[config.mk]
export PLATFORM = sky130hd
export DESIGN_NAME = imh_ram
export DESIGN_NICKNAME = d
export VERILOG_FILES = /design/src/sv/imh_ram.sv
export SDC_FILE = /design/constraint.sdc
export NUM_CORES = 1
export LEC_CHECK = 0
export BUFFER_PORTS_ARGS = -buffer_cell sky130_fd_sc_hd__buf_4
export CAP_MARGIN = 15
export CORE_MARGIN = 4
export CORE_UTILIZATION = 40
export CTS_CLUSTER_SIZE = 12
export DETAILED_ROUTE_END_ITERATION = 6
export PLACE_DENSITY = 0.54
export SLEW_MARGIN = 20
export SYNTH_ARGS = -nofsm -noshare
export SYNTH_HDL_FRONTEND = slang
export SYNTH_SLANG_ARGS = --single-unit
[constraint.sdc]
create_clock -name clk_i -period 2 [get_ports clk_i]
set_clock_uncertainty 0.15 [all_clocks]
set_input_delay 0.3 -clock clk_i [delete_from_list [all_inputs] [get_ports clk_i]]
set_output_delay 0.3 -clock clk_i [all_outputs]
set_load 0.005 [all_outputs]
[src/sv/imh_ram.sv]
module imh_ram #(
  parameter int WIDTH = 8,
  parameter int DEPTH = 16
) (
  input  logic                     clk_i,
  input  logic                     we_i,
  input  logic [$clog2(DEPTH)-1:0] waddr_i,
  input  logic [WIDTH-1:0]         wdata_i,
  input  logic                     re_i,
  input  logic [$clog2(DEPTH)-1:0] raddr_i,
  output logic [WIDTH-1:0]         rdata_o
);

  logic [WIDTH-1:0] mem [DEPTH];

  always_ff @(posedge clk_i) begin
    if (we_i) begin
      mem[waddr_i] <= wdata_i;
    end
    if (re_i) begin
      rdata_o <= mem[raddr_i];
    end
  end

endmodule

---- After elaboration in Yosys (flattened, before gate mapping) ----
Memories as Yosys holds them, arrays and structs flattened. A register that Yosys moved wholly into a read port is not among the register bits.
Index checks and enable logic that the tools add are counted.
word-level totals
  register bits ........................... 0
  bits in writable memories ............... 128
  bits of input ports ..................... 19
  word-level logic and storage cells ...... 3
  memories kept ........................... 1
memory list
  memory  words  bits a word  rd ports  clocked after memory_dff  write ports  RTL line  RTL
  mem     16     8            1         1                         1            14        logic [WIDTH-1:0] mem [DEPTH];
operators by class
  multiplexer cells ....................... 2
operators by type and width
  operator           count
  two-way mux 1 bit  2

---- Longest topological paths before layout ----
Gate-level depths: netlist of run 1.
  depth in word-level cells ............... 2
  depth in mapped cells ................... 5

---- Least setup slack after synthesis of run 1 ----
No wires, ideal clock.
  path type ............................... in2reg
  start point ............................. input port waddr_i[2]
  end point ............................... memory mem[0][0] (enable)
  arrival ................................. 1.410 ns
  required time ........................... 1.467 ns
  setup slack ............................. 0.057 ns
  cell stages on the path ................. 2
  path through ............................ or3b_2 -> nor3_1
RTL lines
  item             RTL line  RTL
  start, declared  7         input logic [$clog2(DEPTH)-1:0] waddr_i,
  end, declared    14
Straight into the memory's write port.

==> out/results.tsv, run 1 <==
metric	value	unit
cts_resized	0	
grt_pass1_wl	15200	um
tns	0	ps
r2r-start	mem[3][7]	
num_rows	41	
drc	0	
synth_cells	229	
ios	27	
clock_latency	400	ps
min_to	mem[13][2]	
seq_area	4080	um2
firstDrtPassIters	4	
worst_pin_slew	422	ps
multi_input_area	1060	um2
yosys_warnings	0	
clk_pin_slew	50	ps
holdPathStages	1	
p_per_area	1040	nW/um2
outcome	finished clean	
rsz0062_at_grt	false	
htreeDepth	4	
drive_above_1_share	31.0	%
grt_usage	14.5	%
vias	2432	
synth-seq-cells	136	
cp_top_family	multiplexers	
nNetsFinal	306	
critPathBufInv	0	
overflow	0	
power.leakage	0.00216	uW
regToRegSetupSlack	360	ps
cts_inserted_buffers	17	
post_drt_via_cell_ratio	5.15	
antenna_found_initial	0	
rr_worst_depth	3	
grt_pass1_vias	2530	
cts_buffer_depth	2	
worst-path-max-fanout	1	
gp_congestion	0.721	
post-route-period-util	82.0	%
seq_area_frac_synth	78.1	%
clock-sinks	136	
core	12700	um2
wl_per_cell	21.0	um
area_growth	21.8	%
hpwl	6540	um
post-route-min-period	1640	ps
synthDistinctLibCells	18	
finalHoldViolations	0	
p_total	6650	uW
synth.net_count	248	
drv_cap	0	
peakVddDrop	0.606	mV
ant_nets	0	
io_buffers	26	
cp-end-kind	flop	
avgSynthCellArea	22.8	um2
worstSetupStartpoint	mem[3][7]	
reg2reg_to	rdata_o[7]	
cts_setup_buffers	0	
hp-start	wdata_i[2]	
place_inst	440	
slew_headroom	71.9	%
wirelength	9930	um
dieArea	15000	um2
cts_tree	done	
crit_arrival	1630	ps
cts-root-buf	clkbuf_16	
finalSetupViolCount	0	
slowest_delay	470	ps
synth.cell_area	5230	um2
fill_cells	1038	
ctsHoldBuffers	0	
grt_max_degree	17	
crit_required	1990	ps
start_util	41.1	%
drtIter0Drc	222	
die_w	122	um
finalNonFillerCells	472	
n_antenna_cell	0	
final_max_slew_viol_count	0	
min_path_type	primary input to flop	
max_freq	610	MHz
critPathLaunchType	flop	
die_h	122	um
crit_chain	mux4_2, a22oi_1, nand2_1	
path_class	flop to flop	
slowest_stage	mux4_2	
==> cell type report <==
cell class | count | share of cell area (%)
tap | 172 | 3.38
sequential | 136 | 64.2
clock buffer | 19 | 6.80
clock inverter | 13 | 2.50
multi-input combinational | 83 | 16.6
timing repair buffer | 49 | 6.56
==> registers in the layout, indices dropped and copies added (netlist names) <==
name,cells
rdata_o,8
mem,128
==> routing by layer <==
| metal | global-route usage, % | part of all wire (%) | vias to the layer above |
|---|---|---|---|
| li1 | - | - | 1098 |
| met1 | 19.6 | 46 | 1277 |
| met2 | 22.5 | 50 | 49 |
| met3 | 4.06 | 3.4 | 8 |
| met4 | 5.46 | 0.86 | 0 |
| met5 | 0 | 0 | - |
==> where the power goes <==
group	switching (uW)	leakage, uW	internal, uW
clock	1050	0.000292	2050
sequential	17.1	0.00124	3210
combinational	164	0.000634	153
==> synthesized netlist by cell type (all sizes together) <==
cell	number	share of area (%)
nand2b	2	0.24
clkdlybuf4s25	3	0.57
nor3	4	0.38
and2	1	0.12
a22oi	16	2.3
or3b	1	0.17
mux4	32	15
edfxtp	136	78
nand3	1	0.096
nor2b	1	0.12
and2b	1	0.14
nand3b	2	0.29
nand2	9	0.65
buf	7	1.1
nor2	13	0.93
==> metrics by stage <==
step                      utilization [%]  area, um2  hold slack (ps)  setup WS [ps]
after global routing                 50.0       6370             50.6            288
after floorplan                         -       5230              249           57.1
final                                50.0       6370             53.8            361
after CTS                            50.0       6370             40.4            341
after detailed placement             45.4       5770              465          -39.0
after global placement               45.4       5770              459          -44.6
==> logic make-up after synthesis <==
family / synth area share [%]
flip-flops: 78.1
buffers and inverters: 1.65
AO/OA/AOI/OAI: 2.30
AND/OR/NAND/NOR: 3.14
multiplexers: 14.8
==> placed cells by master, fill, tap and decap left out <==
cell type / Yosys / final
edfxtp_1: 136 / 136
buf_4: 1 / 45
mux4_2: 18 / 18
clkbuf_16: 0 / 17
a22oi_1: 16 / 16
mux4_1: 14 / 14
nor2_1: 13 / 13
nand2_1: 9 / 9
clkinv_1: 0 / 5
nor3_1: 4 / 4
clkinv_2: 0 / 4
bufinv_16: 0 / 4
buf_12: 0 / 4
nand3b_1: 2 / 2
nand2b_1: 2 / 2
clkbuf_1: 0 / 2
nor2b_1: 1 / 1
and2_1: 1 / 1
and2b_1: 1 / 1
nand3_1: 1 / 1
or3b_2: 1 / 1
==> worst max path at each step <==
stage | to | slack (ps) | cells past startpoint
after global routing | rdata_o[6] | 290 | 3
after global placement | rdata_o[4] | -40 | 5
final | rdata_o[7] | 360 | 3
after floorplan | mem[0][0] | 60 | 2
after detailed placement | rdata_o[4] | -40 | 5
after CTS | rdata_o[6] | 340 | 3
(Power assumes the default switching activity.)
==> inputs of run 2 (changes only) <==
--- a/config.mk
+++ b/config.mk
@@ -11,7 +11,7 @@
 export CORE_UTILIZATION = 40
 export CTS_CLUSTER_SIZE = 12
 export DETAILED_ROUTE_END_ITERATION = 6
-export PLACE_DENSITY = 0.54
+export PLACE_DENSITY = 0.52
 export SLEW_MARGIN = 20
 export SYNTH_ARGS = -nofsm -noshare
 export SYNTH_HDL_FRONTEND = slang
==> constraint.sdc (replaced) <==
create_clock -name clk_i -period 1.6 [get_ports clk_i]
set_clock_uncertainty 0.15 [all_clocks]
set_input_delay 0.24 -clock clk_i [delete_from_list [all_inputs] [get_ports clk_i]]
set_output_delay 0.24 -clock clk_i [all_outputs]
set_load 0.005 [all_outputs]
==> run 2 against run 1 <==
Global-route usage rose by 0.79 points. Clock power grew 37%. Via count rose by 2.6%. Critical path type unchanged. Largest cell class unchanged.
==> out/results.tsv, run 2 (synthesis results as in run 1) <==
metric	value	unit	change
outcome	finished clean		unchanged
die_w	122	um	unchanged
gp_congestion	0.744		was 0.721
holdWs	17.4	ps	was 53.8 ps
clk_pin_slew	60	ps	was 50 ps
holdPathStages	1		unchanged
overflow	0		unchanged
wl_per_cell	21.3	um	was 21.0 um
vias	2496		was 2,432
post-route-period-util	97.4	%	was 82.0%
cts_buffer_depth	2		unchanged
p_per_area	1330	nW/um2	was 1040 nW/um2
final_common_cell	edfxtp_1		unchanged
crit_arrival	1570	ps	was 1630 ps
clock_latency	410	ps	was 400 ps
hpwl	6800	um	was 6540 um
largest-register	mem		unchanged
post-route-min-period	1560	ps	was 1640 ps
ios	27		unchanged
max_freq	642	MHz	was 610 MHz
htreeDepth	4		unchanged
cts_tree	done		unchanged
crit_required	1610	ps	was 1990 ps
fill_cells	1035		was 1,038
antenna_found_initial	0		unchanged
switching_share	19.6	%	was 18.5%
cts-root-buf	clkbuf_16		unchanged
grt_max_degree	17		unchanged
power_frac_comb	5.2	%	was 4.8%
cts_setup_buffers	0		unchanged
nNetsFinal	321		was 306
peakVddDrop	0.701	mV	was 0.606 mV
num_rows	41		unchanged
slew_headroom	39.7	%	was 71.9%
top_regs	mem (128), rdata_o (8)		unchanged
power_frac_clock	48.5	%	was 46.6%
mostFrequentLayoutCells	136 x edfxtp_1, 50 x buf_4, 32 x mux4_2		was 136 x edfxtp_1, 45 x buf_4, 18 x mux4_2
p_total	8730	uW	was 6650 uW
core	12700	um2	unchanged
grt_pass1_wl	15900	um	was 15,200 um
crit_chain	mux4_2, a22oi_2, nand2_1		was mux4_2, a22oi_1, nand2_1
ant_nets	0		unchanged
multi_input_area	1050	um2	was 1060 um2
r2r-start	mem[3][2]		was mem[3][7]
drc	0		unchanged
n_antenna_cell	0		unchanged
rr_worst_depth	3		unchanged
reg2reg_to	rdata_o[2]		was rdata_o[7]
p_int	7020	uW	was 5420 uW
final_max_slew_viol_count	0		unchanged
finalHoldViolations	0		unchanged
power.leakage	0.00220	uW	was 0.00216 uW
io_buffers	26		unchanged
path_class	flop to flop		unchanged
wirelength	10400	um	was 9930 um
drive_above_1_share	41.0	%	was 31.0%
p_seq_share	46.2	%	was 48.6%
worst-path-max-fanout	1		unchanged
worst_pin_slew	901	ps	was 422 ps
min_to	mem[3][6]		was mem[13][2]
finalSetupViolCount	0		unchanged
regToRegSetupSlack	40	ps	was 360 ps
drtIter0Drc	215		was 222
slowest_stage	mux4_2		unchanged
grt_pass1_vias	2682		was 2,530
grt_usage	15.3	%	was 14.5%
clock-sinks	136		unchanged
hp-start	wdata_i[6]		was wdata_i[2]
dieArea	15000	um2	unchanged
switchingPower	1710	uW	was 1230 uW
area_growth	25.8	%	was 21.8%
largest_register_ffs	128		unchanged
cts_inserted_buffers	17		unchanged
firstDrtPassIters	4		unchanged
critPathLaunchType	flop		unchanged
die_h	122	um	unchanged
rsz0062_at_grt	true		was false
min_path_type	primary input to flop		unchanged
drv_cap	0		unchanged
seq_area	4080	um2	unchanged
cp-end-kind	flop		unchanged
start_util	41.1	%	unchanged
slowest_delay	480	ps	was 470 ps
post_drt_via_cell_ratio	5.13		was 5.15
## run 2: through the flow
stage          std cells  cell area (um2)  util [%]  setup TNS, ps  setup WS [ps]
6_report             487             6580      51.7              0           41.8
5_1_grt              487             6580      51.7          -20.3          -11.0
2_1_floorplan        229             5220         -          -1680          -56.1
3_3_place_gp         447             5810      45.7          -3550           -413
3_5_place_dp         447             5810      45.7          -3760           -422
4_1_cts              487             6560      51.6              0         0.0704
## run 2: worst max-delay path: cells and delay by family, from the launching register on
kind,cells,cell delay [ps]
muxes,1,480
DFF,1,360
and+or+nand+nor,1,90
AOI/OAI and AO/OA,1,230
## run 2: repair_timing
action,in CTS,in global routing
hold endpoints to repair,120,0
endpoints found under the setup margin,4,6
cloned,0,0
pin swaps,1,0
hold buffers,8,0
resized for setup,4,6
## run 2: metal layers
metal	routed length, um	track usage (%)	part of all wire (%)
met2	5210	24.1	50
met5	0	0	0
met3	499	4.93	4.8
met4	115	5.46	1.1
met1	4570	20.1	44
## run 2: final cells by class
cell class | instances | area share [%]
timing repair buffer | 64 | 8.75
clock buffer | 17 | 6.47
sequential | 136 | 62.1
tap | 172 | 3.27
clock inverter | 15 | 3.43
multi-input combinational | 83 | 16.0
## run 2: how the worst max path moves through the flow
stage	slack, ps	startpoint	endpoint	cells after the start
floorplan	-60	waddr_i[2]	mem[3][0]	2
global placement	-410	raddr_i[0]	rdata_o[3]	6
detailed placement	-420	raddr_i[0]	rdata_o[3]	6
CTS	0.07	mem[3][2]	rdata_o[2]	3
global route	-10	mem[11][1]	rdata_o[1]	3
finish	40	mem[3][2]	rdata_o[2]	3
## run 2: power by group through the flow
stage | logic (uW) | clock network [uW] | registers, uW
finish | 458 | 4240 | 4040
global route | 496 | 4500 | 4040
CTS | 461 | 4320 | 4040
detailed placement | 438 | 0 | 4110
global placement | 436 | 0 | 4110
floorplan | 220 | 0 | 4110
